**config.mk**
```make
export PLATFORM = sky130hd
export DESIGN_NAME = linear_search_key_value_table_top
export DESIGN_NICKNAME = d
export VERILOG_FILES = /design/src/hw/rtl/lskv_pkg.sv /design/src/hw/rtl/lskv_ctrl.sv /design/src/hw/rtl/lskv_datapath.sv /design/src/hw/rtl/linear_search_key_value_table_top.sv
export SDC_FILE = /design/constraint.sdc
export NUM_CORES = 1
export LEC_CHECK = 0
export ABC_AREA = 1
export BUFFER_PORTS_ARGS = -buffer_cell sky130_fd_sc_hd__buf_4
export CAP_MARGIN = 20
export CORE_MARGIN = 2
export CORE_UTILIZATION = 30
export DETAILED_ROUTE_END_ITERATION = 8
export GPL_TIMING_DRIVEN = 0
export PLACE_DENSITY_LB_ADDON = 0.3
export SYNTH_ARGS = -nofsm -noshare
export SYNTH_HDL_FRONTEND = slang
export SYNTH_SLANG_ARGS = --single-unit
```
**constraint.sdc**
```tcl
create_clock -name clk -period 8.1 [get_ports clk]
set_clock_uncertainty 0.2 [all_clocks]
set_input_delay 2.025 -clock clk [delete_from_list [all_inputs] [get_ports clk]]
set_output_delay 2.025 -clock clk [all_outputs]
set_load 0.05 [all_outputs]
```
**src/hw/rtl/lskv_pkg.sv**
```systemverilog
// Shared types and codes for the linear-search key-value table.
package lskv_pkg;

    localparam int FIELD_W  = 32;
    localparam int FUNC_W   = 2;
    localparam int STATUS_W = 2;
    localparam int COUNT_W  = 5;

    typedef enum logic [FUNC_W-1:0] {
        FUNC_PUT    = 2'd0,
        FUNC_LOOKUP = 2'd1,
        FUNC_CLEAR  = 2'd2,
        FUNC_NOP    = 2'd3
    } func_t;

    typedef enum logic [STATUS_W-1:0] {
        STATUS_OK        = 2'd0,
        STATUS_NOT_FOUND = 2'd1,
        STATUS_FULL      = 2'd2
    } status_t;

    typedef enum logic [1:0] {
        ST_IDLE,
        ST_DECODE,
        ST_SCAN
    } state_t;

    // Commands from the controller to the datapath.
    typedef struct packed {
        logic load;
        logic step;
        logic commit;
    } ctrl_cmd_t;

    // Status from the datapath to the controller.
    typedef struct packed {
        func_t func;
        logic  hit;
        logic  scan_end;
        logic  cmp_pending;
    } dp_status_t;

endpackage

```
**src/hw/rtl/lskv_ctrl.sv**
```systemverilog
// Controller state machine for the key-value table: sequences load, scan and commit.
module lskv_ctrl
    import lskv_pkg::*;
(
    input  logic       clk,
    input  logic       rst_n,
    input  logic       start,
    input  dp_status_t sts,
    output ctrl_cmd_t  cmd,
    output logic       busy
);

    state_t state_reg;
    state_t state_next;
    logic   scan_done;

    // The scan is over on a hit, or once every held slot has been read and compared.
    assign scan_done = sts.hit || (sts.scan_end && !sts.cmp_pending);

    always_ff @(posedge clk or negedge rst_n)
    begin
        if (!rst_n)
        begin
            state_reg <= ST_IDLE;
        end
        else
        begin
            state_reg <= state_next;
        end
    end

    always_comb
    begin
        state_next = state_reg;
        unique case (state_reg)
            ST_IDLE:
            begin
                if (start)
                begin
                    state_next = ST_DECODE;
                end
            end
            ST_DECODE:
            begin
                if (sts.func == FUNC_PUT || sts.func == FUNC_LOOKUP)
                begin
                    state_next = ST_SCAN;
                end
                else
                begin
                    state_next = ST_IDLE;
                end
            end
            ST_SCAN:
            begin
                if (scan_done)
                begin
                    state_next = ST_IDLE;
                end
            end
            default:
            begin
                state_next = ST_IDLE;
            end
        endcase
    end

    always_comb
    begin
        cmd  = '0;
        busy = 1'b1;
        unique case (state_reg)
            ST_IDLE:
            begin
                busy     = 1'b0;
                cmd.load = start;
            end
            ST_DECODE:
            begin
                cmd.commit = !(sts.func == FUNC_PUT || sts.func == FUNC_LOOKUP);
            end
            ST_SCAN:
            begin
                cmd.commit = scan_done;
                cmd.step   = !sts.hit && !sts.scan_end;
            end
            default:
            begin
                busy = 1'b1;
            end
        endcase
    end

endmodule

```
**src/hw/rtl/lskv_datapath.sv**
```systemverilog
// Datapath of the key-value table: key and value memories, scan pointer, count and result.
module lskv_datapath
    import lskv_pkg::*;
#(
    parameter int CAPACITY   = 16,
    parameter int KEY_BITS   = 32,
    parameter int VALUE_BITS = 32
)
(
    input  logic                clk,
    input  logic                rst_n,
    input  ctrl_cmd_t           cmd,
    output dp_status_t          sts,
    input  logic [FUNC_W-1:0]   func,
    input  logic [FIELD_W-1:0]  lookup_key,
    input  logic [FIELD_W-1:0]  entry_value,
    output logic                done,
    output logic [STATUS_W-1:0] status,
    output logic                found,
    output logic [FIELD_W-1:0]  read_value,
    output logic [COUNT_W-1:0]  entry_count
);

    localparam int KW   = (KEY_BITS < FIELD_W) ? KEY_BITS : FIELD_W;
    localparam int VW   = (VALUE_BITS < FIELD_W) ? VALUE_BITS : FIELD_W;
    localparam int AW   = (CAPACITY > 1) ? $clog2(CAPACITY) : 1;
    localparam int CW   = $clog2(CAPACITY + 1);
    localparam int CXW  = (CW > COUNT_W) ? CW : COUNT_W;

    logic [KW-1:0] key_mem [CAPACITY];
    logic [VW-1:0] val_mem [CAPACITY];

    func_t         func_reg;
    logic [KW-1:0] key_reg;
    logic [VW-1:0] value_reg;
    logic [CW-1:0] scan_idx_reg;
    logic          cmp_pending_reg;
    logic [AW-1:0] cmp_idx_reg;
    logic [KW-1:0] key_rd_reg;
    logic [VW-1:0] val_rd_reg;
    logic [CW-1:0] fill_count_reg;
    logic [CW-1:0] fill_count_next;

    logic                done_reg;
    status_t             status_reg;
    status_t             status_next;
    logic                found_reg;
    logic                found_next;
    logic [FIELD_W-1:0]  read_value_reg;
    logic [FIELD_W-1:0]  read_value_next;
    logic [COUNT_W-1:0]  entry_count_reg;
    logic [CXW-1:0]      count_ext;

    logic          hit;
    logic          room;
    logic          key_we;
    logic          val_we;
    logic [AW-1:0] wr_addr;

    assign hit  = cmp_pending_reg && (key_rd_reg == key_reg);
    assign room = fill_count_reg < CW'(CAPACITY);

    assign sts.func        = func_reg;
    assign sts.hit         = hit;
    assign sts.scan_end    = scan_idx_reg >= fill_count_reg;
    assign sts.cmp_pending = cmp_pending_reg;

    // Outcome of the operation and the memory update it implies.
    always_comb
    begin
        status_next     = STATUS_OK;
        found_next      = 1'b0;
        read_value_next = '0;
        fill_count_next = fill_count_reg;
        key_we          = 1'b0;
        val_we          = 1'b0;
        wr_addr         = fill_count_reg[AW-1:0];
        unique case (func_reg)
            FUNC_PUT:
            begin
                if (hit)
                begin
                    found_next = 1'b1;
                    val_we     = cmd.commit;
                    wr_addr    = cmp_idx_reg;
                end
                else if (room)
                begin
                    key_we          = cmd.commit;
                    val_we          = cmd.commit;
                    fill_count_next = fill_count_reg + 1'b1;
                end
                else
                begin
                    status_next = STATUS_FULL;
                end
            end
            FUNC_LOOKUP:
            begin
                if (hit)
                begin
                    found_next      = 1'b1;
                    read_value_next = FIELD_W'(val_rd_reg);
                end
                else
                begin
                    status_next = STATUS_NOT_FOUND;
                end
            end
            FUNC_CLEAR:
            begin
                fill_count_next = '0;
            end
            FUNC_NOP:
            begin
                fill_count_next = fill_count_reg;
            end
            default:
            begin
                fill_count_next = fill_count_reg;
            end
        endcase
    end

    assign count_ext = CXW'(fill_count_next);

    always_ff @(posedge clk)
    begin
        if (key_we)
        begin
            key_mem[wr_addr] <= key_reg;
        end
        if (val_we)
        begin
            val_mem[wr_addr] <= value_reg;
        end
    end

    always_ff @(posedge clk)
    begin
        if (cmd.step)
        begin
            key_rd_reg <= key_mem[scan_idx_reg[AW-1:0]];
            val_rd_reg <= val_mem[scan_idx_reg[AW-1:0]];
        end
    end

    // Operation operands and result payload.
    always_ff @(posedge clk)
    begin
        if (cmd.load)
        begin
            func_reg  <= func_t'(func);
            key_reg   <= lookup_key[KW-1:0];
            value_reg <= entry_value[VW-1:0];
        end
        if (cmd.step)
        begin
            cmp_idx_reg <= scan_idx_reg[AW-1:0];
        end
        if (cmd.commit)
        begin
            status_reg      <= status_next;
            found_reg       <= found_next;
            read_value_reg  <= read_value_next;
            entry_count_reg <= count_ext[COUNT_W-1:0];
        end
    end

    always_ff @(posedge clk or negedge rst_n)
    begin
        if (!rst_n)
        begin
            scan_idx_reg    <= '0;
            cmp_pending_reg <= 1'b0;
            fill_count_reg  <= '0;
            done_reg        <= 1'b0;
        end
        else
        begin
            done_reg <= cmd.commit;
            if (cmd.load)
            begin
                scan_idx_reg    <= '0;
                cmp_pending_reg <= 1'b0;
            end
            else
            begin
                cmp_pending_reg <= cmd.step;
                if (cmd.step)
                begin
                    scan_idx_reg <= scan_idx_reg + 1'b1;
                end
            end
            if (cmd.commit)
            begin
                fill_count_reg <= fill_count_next;
            end
        end
    end

    assign done        = done_reg;
    assign status      = status_reg;
    assign found       = found_reg;
    assign read_value  = read_value_reg;
    assign entry_count = entry_count_reg;

endmodule

```
**src/hw/rtl/linear_search_key_value_table_top.sv**
```systemverilog
// Top level of the linear-search key-value table.
//
// The block holds up to CAPACITY key-value pairs. An operation is handed over
// as a transfer at a rising edge where start is high and busy is low; func
// selects put, lookup, clear or no operation, with lookup_key and entry_value.
// Each operation gives exactly one result: done is high for one cycle while
// status, found, read_value and entry_count carry it. The receiver cannot
// hold a result off, so the result registers simply hold until the next one.
//
// Timing: a put or lookup scans the held pairs one per cycle through the key
// memory's registered read port, stopping at the first hit or after the last
// held pair; a search of an empty table reads no slot. Clear and no operation
// end straight from the decode state, with no scan. The result is shown in the
// first cycle with busy low, in which a new operation may already be taken.
// Reset empties the table at once by zeroing the fill count; the memories are
// not swept, as slots past the count are never read.
module linear_search_key_value_table_top
    import lskv_pkg::*;
#(
    parameter int CAPACITY   = 16,
    parameter int KEY_BITS   = 32,
    parameter int VALUE_BITS = 32
)
(
    input  logic                clk,
    input  logic                rst_n,
    input  logic                start,
    output logic                busy,
    input  logic [FUNC_W-1:0]   func,
    input  logic [FIELD_W-1:0]  lookup_key,
    input  logic [FIELD_W-1:0]  entry_value,
    output logic                done,
    output logic [STATUS_W-1:0] status,
    output logic                found,
    output logic [FIELD_W-1:0]  read_value,
    output logic [COUNT_W-1:0]  entry_count
);

    ctrl_cmd_t  cmd;
    dp_status_t sts;

    // The controller sequences from the datapath's status; all data storage and result decisions sit in the datapath.
    lskv_ctrl u_ctrl (
        .clk   (clk),
        .rst_n (rst_n),
        .start (start),
        .sts   (sts),
        .cmd   (cmd),
        .busy  (busy)
    );

    lskv_datapath #(
        .CAPACITY   (CAPACITY),
        .KEY_BITS   (KEY_BITS),
        .VALUE_BITS (VALUE_BITS)
    ) u_datapath (
        .clk         (clk),
        .rst_n       (rst_n),
        .cmd         (cmd),
        .sts         (sts),
        .func        (func),
        .lookup_key  (lookup_key),
        .entry_value (entry_value),
        .done        (done),
        .status      (status),
        .found       (found),
        .read_value  (read_value),
        .entry_count (entry_count)
    );

endmodule

```
; Word level (Yosys, flattened, before mapping)
; Memory sizes are Yosys's and may differ from the RTL's. A register that Yosys moved wholly into a read port is not among the register bits.
; Cells that the tools add are included.
[word_totals]
ff_bits = 124
latchBits = 0
mem_bits_rw = 1024
mem_bits_ro = 0
in_bits = 69
out_inout_bits = 42
wordCells = 71
mem_count = 2
[op_classes]
addsub = 2
n_mul = 0
div_mod_pow = 0
n_lt_le_gt_ge = 2
n_eq_ne = 7
n_shift = 0
mux = 30
bitwise_logic = 0
n_reduce_logical = 15
[memory_table]
columns = name, depth, width, rd, rd_clocked_by_memory_dff, write_ports, line
row1 = u_datapath.key_mem, 16, 32, 1, 1, 1, lskv_datapath.sv:30  ; logic [KW-1:0] key_mem [CAPACITY];
row2 = u_datapath.val_mem, 16, 32, 1, 1, 1, lskv_datapath.sv:31  ; logic [VW-1:0] val_mem [CAPACITY];
[ops]
columns = cell, n
row1 = $eq A32 B32 Y1, 1
row2 = $mux W5, 4
row3 = $mux W1, 15
row4 = $add A5 B1 Y5 const B, 2
row5 = $mux W2, 5
row6 = $pmux W5 S2, 1
row7 = $mux W4, 2
row8 = $pmux W2 S3, 1
row9 = $ge A5 B5 Y1, 1
row10 = $lt A5 B5 Y1 const B, 1
row11 = $eq A2 B1 Y1 const B, 2
row12 = $eq A2 B2 Y1 const B, 2
row13 = $logic_not A1 Y1, 4
row14 = $logic_not A2 Y1, 2
row15 = $pmux W2 S2, 1
row16 = $reduce_and A2 Y1, 2
row17 = $logic_and A1 B1 Y1, 3
row18 = $logic_or A1 B1 Y1, 2
row19 = $ne A2 B1 Y1 const B, 1
row20 = $ne A2 B2 Y1 const B, 1
row21 = $pmux W1 S2, 1
row22 = $reduce_bool A2 Y1, 1
row23 = $reduce_or A2 Y1, 1

; Logic depth before layout (Yosys ltp)
; Gate-level depths: netlist of the first run.
[logic_depth]
word_depth = 9
depth_mapped = 17
mapped_depth_nobuf = 16

; By module
; A second synthesis of the first run with hierarchy kept.
[hier_totals]
cells_unflattened = 3536
hier_area_um2 = 47262.8
[modules_own_cells]
columns = mod, n_inst, cells_per_inst, area_per_inst_um2, seq_area_each_um2
row1 = lskv_datapath, 1, 3505, 47048.9, 36274.8
row2 = lskv_ctrl, 1, 31, 214.0, 50.0

; Worst setup path before layout of the first run
; Ideal clock, no wire load.
[synth_timing]
path_type = reg-to-reg
startpoint = reg u_datapath.scan_idx_reg[0]
endpoint = mem u_datapath.val_mem[8][0] (netlist name), enable pin
setup_time_ns = 0.421
arrival_ns = 3.924
t_required_ns = 7.479
setup_slack_ns = 3.555
path_stages_with_launch = 16
path_buffers = 5
synth_period_minus_slack_ns = 4.545
cell_sequence = dfrtp_1 -> buf_2 -> buf_2 -> clkinv_1 -> buf_2 -> buf_1 -> ha_1 -> nor2_1 -> o311ai_0 -> nand2_1 -> nand2_2 -> nand2_2 -> o21ai_4 -> nand4_4 -> buf_6 -> nor2_1
[synth_via]
elab_chain_cells = 9
[synth_rtl]
columns = element, line
row1 = start: declaration, lskv_datapath.sv:36  ; logic [CW-1:0] scan_idx_reg;
row2 = start signal: assignment, lskv_datapath.sv:192  ; scan_idx_reg <= scan_idx_reg + 1'b1;
row3 = $ge A5 B5 Y1 *, lskv_datapath.sv:65  ; assign sts.scan_end = scan_idx_reg >= fill_count_reg;
row4 = $logic_and A1 B1 Y1 *, lskv_ctrl.sv:18  ; assign scan_done = sts.hit || (sts.scan_end && !sts.cmp_pending);
row5 = $logic_or A1 B1 Y1 *, lskv_ctrl.sv:18
row6 = $pmux W1 S2 *, lskv_ctrl.sv:72  ; unique case (state_reg)
row7 = $mux W1, lskv_datapath.sv:87  ; else if (room)
row8 = $mux W1 *, lskv_datapath.sv:81  ; if (hit)
row9 = $mux W1 *, lskv_datapath.sv:78  ; unique case (func_reg)
row10 = $mux W1 *, lskv_datapath.sv:133  ; if (val_we)
row11 = $mux W1 (not written as such) *, lskv_datapath.sv:135  ; val_mem[wr_addr] <= value_reg;
row12 = end: declaration, lskv_datapath.sv:31
; Mark *: on every way between the ends. The rest lies on a longest branch, timed or not.

; Final worst setup path of the first run
[layout_timing]
startpoint = reg u_datapath.scan_idx_reg[0]
endpoint = mem u_datapath.key_mem[13][26] (netlist name), enable pin
[layout_via]
elab_chain_cells = 9
[layout_rtl]
columns = element, line
row1 = $ge A5 B5 Y1, lskv_datapath.sv:65
row2 = $logic_and A1 B1 Y1, lskv_ctrl.sv:18
row3 = $logic_or A1 B1 Y1, lskv_ctrl.sv:18
row4 = $pmux W1 S2, lskv_ctrl.sv:72
row5 = $mux W1, lskv_datapath.sv:87
row6 = $mux W1, lskv_datapath.sv:81
row7 = $mux W1, lskv_datapath.sv:78
row8 = $mux W1, lskv_datapath.sv:129  ; if (key_we)
row9 = $mux W1 (not written as such), lskv_datapath.sv:131  ; key_mem[wr_addr] <= key_reg;
row10 = end: declaration, lskv_datapath.sv:30
; No other way between the ends.

==> results of run 1 <==
-- logic make-up (layout without fill, tap and decap cells) --
kind of cell	after synthesis	count (layout)	synth area share (%)
buffers and inverters	327	712	2.69
AO/OA/AOI/OAI	550	550	7.98
multiplexers	104	104	2.19
AND/OR/NAND/NOR	1194	1194	10.1
flip-flops	1212	1212	76.4
XOR/XNOR	13	13	0.271
adder cells (fa/ha/maj)	11	11	0.290
-- per-layer routing --
metal	vias up	GRT usage (%)	routed length, um
met4	0	5.52	3660
met1	14900	22.7	60500
met3	215	2.32	7350
met2	940	28.1	66900
met5	-	0	0
li1	13200	-	-
-- cells in the final DEF, fill, tap and decap left out, types with 18 or more instances in the layout --
cell / n
edfxtp_1: 1198
nor2_1: 655
nand2_1: 331
o21ai_0: 262
clkbuf_1: 172
o32ai_1: 152
clkbuf_16: 139
nand3_1: 127
inv_1: 117
buf_4: 110
mux2i_1: 104
o221ai_1: 104
clkinv_1: 32
nor2_4: 32
buf_2: 29
buf_12: 29
o211ai_1: 24
clkinv_2: 21
buf_1: 20
nand4_1: 18
-- worst paths after layout --
| kind | endpoint | from | cells after the start | slack [ns] |
|---|---|---|---|---|
| hold reg to reg | u_ctrl.state_reg[1] | u_ctrl.state_reg[1] | 2 | 0.33 |
| min in group asynchronous | u_datapath.done | rst_n | 1 | 0.93 |
| setup / recovery | u_datapath.key_mem[13][26] | u_datapath.scan_idx_reg[0] | 16 | 2.54 |
| setup reg to reg | u_datapath.key_mem[13][26] | u_datapath.scan_idx_reg[0] | 16 | 2.54 |
| hold / removal | u_ctrl.state_reg[1] | u_ctrl.state_reg[1] | 2 | 0.33 |
| max in group asynchronous | u_datapath.scan_idx_reg[4] | rst_n | 1 | 6.58 |
-- per-stage QoR --
step | std cells | hold WS (ns)
floorplan | 3411 | 0.268
global placement | 5593 | 0.305
detailed placement | 5633 | 0.318
CTS | 5868 | 0.337
global route | 5868 | 0.359
finish | 5868 | 0.334
-- worst max-delay path: stages (launching register included) --
cell and delay, ns:
dfrtp_1 0.42, buf_2 0.39, buf_2 0.44, clkinv_1 0.21, buf_2 0.36, buf_1 0.40, ha_1 0.39, nor2_1 0.04
o311ai_0 0.40, nand2_1 0.17, nand2_2 0.11, nand2_2 0.06, o21ai_4 0.11, nand4_4 0.30, buf_6 0.30, nor2_4 0.61
buf_12 0.26
-- synthesized netlist by cell type (11+ instances only) --
cell type  count  area share (%)
buf_1         20            0.16
buf_2         29            0.31
clkbuf_1     151             1.2
dfrtp_1       14            0.74
edfxtp_1    1198              76
ha_1          11            0.29
inv_1        120            0.95
mux2i_1      104             2.2
nand2_1      331             2.6
nand3_1      127             1.3
nand4_1       18            0.24
nor2_1       674             5.3
nor2_2        23            0.30
o211ai_1      24            0.38
o21ai_0      262             2.8
o221ai_1     104             1.9
o32ai_1      152             2.8
-- power groups by stage --
stage | Sequential [W] | Combinational, W | Clock (W)
floorplan | 0.00793 | 0.00184 | 0
global placement | 0.00791 | 0.00339 | 0
detailed placement | 0.00788 | 0.00349 | 0
CTS | 0.00776 | 0.00350 | 0.00587
global route | 0.00779 | 0.00373 | 0.00610
finish | 0.00775 | 0.00345 | 0.00577
-- layout make-up --
class	instances	share of cell area [%]
buffer	202	1.45
clock inverter	72	0.959
multi-input combinational	1872	18.1
inverter	125	0.845
clock buffer	163	6.36
timing repair buffer	150	2.96
tap	2072	4.62
sequential	1212	64.8
==> results.cfg, run 1 <==
[sta]
fin_ws_ns = 2.54
setup_violations = 0
grt_setup_unrepaired = no
period_share_pct = 68.7
fmax_mhz = 180
slew_violations = 0
tightest_slew_ns = 1.06
fin_crit_ns = 5.56
max_slew_margin_pct = 29.5
finalSetupTns_ns = 0
hold_viol = 0

[floorplanning]
rows = 146
core_area_sq_mm = 0.158
die_w_um = 402
start_util_pct = 30.1
die-area_sq_mm = 0.162
fp.dieH_um = 402
io_pins = 111

[clock_network]
clockBufferDepth = 3
h-tree-depth = 4
clk_pin_slew_ns = 0.06
cts_root_buf = clkbuf_16
cts_buffers = 134
cts_tree = done
hold_buffers = 0
cts_resized = 0
clkSinkCount = 1212
cts_setup_buffers = 0
clock_latency_ns = 0.76

[synth]
synthFlopType = edfxtp_1
yosysWarnings = 0
syn_avg_cell_area_sq_um = 13.9
ys_seq_elements = 1212
async_flop_share_pct = 1.16
netlist_area_sq_mm = 0.0475
synth_edf_count = 1198
syn_inst = 3411
syn-num-nets = 3491
seq_area_frac_synth_pct = 76.4
yosys.cell_types.count = 34

[worst_setup_path]
cp_max_fo = 17
cp-start-kind = flip-flop
required_ns = 8.33
arrival_ns = 5.80
end_kind = flip-flop
crit_type = flip-flop to flip-flop

[job]
cap_violations = 0

[finish]
reg_top3 = u_datapath.key_mem x512, u_datapath.val_mem x512
drive_above_1_share_pct = 11.2
fin_area_sq_mm = 0.0561
final_core_util_pct = 35.5
nets = 3777
synthToLayoutAreaGrowth_pct = 18.0
antennaDiodeCount = 0
nFillCells = 15200
multi_input_area_sq_mm = 0.0101
regArea_sq_mm = 0.0363

[power]
worst_ir_drop_vdd_mv = 0.237
p_sw_share_pct = 31.4
finalPower_w = 0.0170
p_switching_w = 0.00532
combinationalPowerShare_pct = 20.3
intPower_w = 0.0116
p_clk_share_pct = 34.0
power.density_mw_per_mm2 = 302
leakagePower_nw = 18.1
p_seq_share_pct = 45.7

[placement]
hpwl_mm = 93.9
pre_cts_ws_ns = 2.50
placed_area_sq_mm = 0.0520
io_buffer_count = 110
finalWeightedCongestion = 0.856

[worst_hold_path]
hold_class = flip-flop to flip-flop

[detailed_routing]
post-route-drc-count = 0
drtAntennaViolNets = 0
wirelength_mm = 138
drtPass1Iterations = 5
routed_via_density = 4.99
via_count = 29300
wl_per_cell_um = 23.6
drtIter0Drc = 3015

[global_route]
grt_start_max_net_pins = 44
grt-ovfl-total = 0
antenna_found_initial = 3
grt_pass1_vias = 29000
grt_util_all_layers_pct = 16.9
grt_pass1_wl_mm = 200

[status]
status = completed
Power figures use the tool's default switching activity.
==> inputs of run 2 (changes only) <==
--- a/config.mk
+++ b/config.mk
@@ -5,7 +5,7 @@
 export SDC_FILE = /design/constraint.sdc
 export NUM_CORES = 1
 export LEC_CHECK = 0
-export ABC_AREA = 1
+export ABC_AREA = 0
 export BUFFER_PORTS_ARGS = -buffer_cell sky130_fd_sc_hd__buf_4
 export CAP_MARGIN = 20
 export CORE_MARGIN = 2
==> constraint.sdc (replaced) <==
create_clock -name clk -period 5.11 [get_ports clk]
set_clock_uncertainty 0.2 [all_clocks]
set_input_delay 1.2775 -clock clk [delete_from_list [all_inputs] [get_ports clk]]
set_output_delay 1.2775 -clock clk [all_outputs]
set_load 0.05 [all_outputs]
==> run 2 against run 1 <==
Combinational power increased by 29%. Via count decreased by 27%. Critical endpoint is now u_datapath.val_mem[12][26]. Setup slack got worse by 2.4 ns. Global-route usage decreased by 2.1 points. Wire length decreased by 15%.
==> results.cfg, run 2 <==
[status]
status = completed

[sta]
finalSetupTns_ns = 0
fin_ws_ns = 0.106
max_slew_margin_pct = 26.2
grt_setup_unrepaired = yes
fin_crit_ns = 5.00
slew_violations = 0
tightest_slew_ns = 1.11
hold_viol = 0
period_share_pct = 97.9
fmax_mhz = 200
setup_violations = 0

[clock_network]
cts_buffers = 115
clkSinkCount = 1212
clk_pin_slew_ns = 0.07
h-tree-depth = 3
cts_root_buf = clkbuf_16
clockBufferDepth = 3
cts_tree = done
clock_latency_ns = 0.72

[power]
p_switching_w = 0.00661
finalPower_w = 0.0256
worst_ir_drop_vdd_mv = 0.283
p_sw_share_pct = 25.8
p_clk_share_pct = 34.2
combinationalPowerShare_pct = 17.4
leakagePower_nw = 16.8
p_seq_share_pct = 48.3
power.density_mw_per_mm2 = 460
intPower_w = 0.0190

[global_route]
grt-ovfl-total = 0
grt_util_all_layers_pct = 14.8
grt_pass1_wl_mm = 165
grt_pass1_vias = 22400
grt_start_max_net_pins = 56
antenna_found_initial = 4

[synth]
yosys.cell_types.count = 65
yosysTopAreaCellShare_pct = 78.4
seq_area_frac_synth_pct = 79.1
netlist_area_sq_mm = 0.0459
syn_avg_cell_area_sq_um = 24.1
synth_top_area_cell = edfxtp_1
ys_seq_elements = 1212
synth.area.top_cells = edfxtp_1 (78%), mux4_2 (16%), dfrtp_1 (0.76%)
synth_edf_count = 1198
synthFlopType = edfxtp_1
async_flop_share_pct = 1.16
netlist_top_cells_count = edfxtp_1 (1198), mux4_2 (320), clkbuf_1 (53)
syn-num-nets = 1988
synth.most_common_cell = edfxtp_1
syn_inst = 1908
yosysWarnings = 0

[finish]
nFillCells = 13600
final_cell_mix = edfxtp_1 (1198), mux4_2 (320), clkbuf_16 (117)
regArea_sq_mm = 0.0363
drive_above_1_share_pct = 33.5
reg_top3 = u_datapath.key_mem x512, u_datapath.val_mem x512
mostFrequentLayoutCell = edfxtp_1
synthToLayoutAreaGrowth_pct = 21.2
multi_input_area_sq_mm = 0.00956
nets = 2319

[detailed_routing]
wirelength_mm = 117
drtPass1Iterations = 6
drtAntennaViolNets = 0
routed_via_density = 4.91
via_count = 21400
post-route-drc-count = 0
drtIter0Drc = 2503
wl_per_cell_um = 26.9

[floorplanning]
core_area_sq_mm = 0.152
rows = 143
io_pins = 111
start_util_pct = 30.2
die_w_um = 395
fp.dieH_um = 395
die-area_sq_mm = 0.156

[worst_setup_path]
arrival_ns = 5.22
cp-start-kind = flip-flop
cp_max_fo = 17
end_kind = flip-flop
required_ns = 5.33
crit_type = flip-flop to flip-flop

[placement]
hpwl_mm = 76.9
finalWeightedCongestion = 0.773
pre_cts_ws_ns = -1.02
io_buffer_count = 110

[worst_hold_path]
hold_class = input port to asynchronous set/reset pin

[job]
cap_violations = 0
run 2: worst max-delay path: stages, from the launching register on:
cell	delay (ns)
edfxtp_1	0.60
xnor2_1	0.58
or4b_1	0.49
or4_4	0.55
nor4_4	0.60
nand4b_1	0.56
a21oi_4	0.70
buf_16	0.24
buf_16	0.17
run 2: logic make-up after synthesis:
| logic type | after synthesis | synth area share, % |
|---|---|---|
| DFF | 1212 | 79.1 |
| and+or+nand+nor | 148 | 2.01 |
| buffers and inverters | 99 | 0.951 |
| xor gates and xnor gates | 34 | 0.649 |
| adders and majority gates | 11 | 0.300 |
| muxes | 330 | 15.9 |
| AOI/OAI and AO/OA | 74 | 1.06 |
run 2: area by class of cell:
type | instances | share of cell area (%)
Clock buffer | 134 | 5.38
Clock inverter | 74 | 1.56
Sequential cell | 1212 | 65.3
Timing Repair Buffer | 214 | 5.23
Multi-Input combinational cell | 597 | 17.2
Inverter | 12 | 0.0900
Buffer | 87 | 0.711
Tap cell | 2030 | 4.57
Antenna cell | 1 | 0.00450
run 2: metrics by stage:
step	std cells	util [%]	hold slack, ns	cell area (sq um)
2_1_floorplan	1908	-	0.249	45900
3_3_place_gp	4048	32.4	0.286	49300
3_5_place_dp	4135	33.9	0.282	51500
4_1_cts	4345	36.5	0.184	55400
5_1_grt	4360	36.6	0.222	55600
6_report	4361	36.6	0.237	55600
run 2: timing repair:
| item | 4_1_cts | 5_1_grt |
|---|---|---|
| pin swaps | 2 | 4 |
| setup endpoints to repair | 1110 | 271 |
| hold buffers | 0 | 0 |
| buffers inserted | 2 | 8 |
| gates resized for setup | 7 | 6 |
| cloned | 0 | 0 |
run 2: final timing paths:
check / to / cells past startpoint / startpoint / slack [ns]
worst max-delay path: u_datapath.val_mem[12][26] / 8 / u_datapath.key_reg[11] / 0.11
worst min-delay path: u_datapath.fill_count_reg[0] / 1 / rst_n / 0.24
worst max register to register: u_datapath.val_mem[12][26] / 8 / u_datapath.key_reg[11] / 0.11
worst min register to register: u_datapath.cmp_idx_reg[3] / 0 / u_datapath.scan_idx_reg[3] / 0.30
max in group asynchronous: u_ctrl.state_reg[0] / 1 / rst_n / 4.27
min in group clk: u_datapath.cmp_idx_reg[3] / 0 / u_datapath.scan_idx_reg[3] / 0.30
run 2: per-layer routing:
layer | GRT usage [%] | routed length, um
met3 | 2.36 | 6670
met4 | 4.25 | 2660
met1 | 19.3 | 47700
met2 | 25.5 | 60100
met5 | 0 | 12
run 2: power groups by stage:
stage	combinational (W)	clock, W	sequential [W]
final	0.00446	0.00876	0.0124
after global routing	0.00473	0.00931	0.0124
after CTS	0.00450	0.00896	0.0124
after detailed placement	0.00449	0	0.0126
after global placement	0.00412	0	0.0126
after floorplan	0.00267	0	0.0125
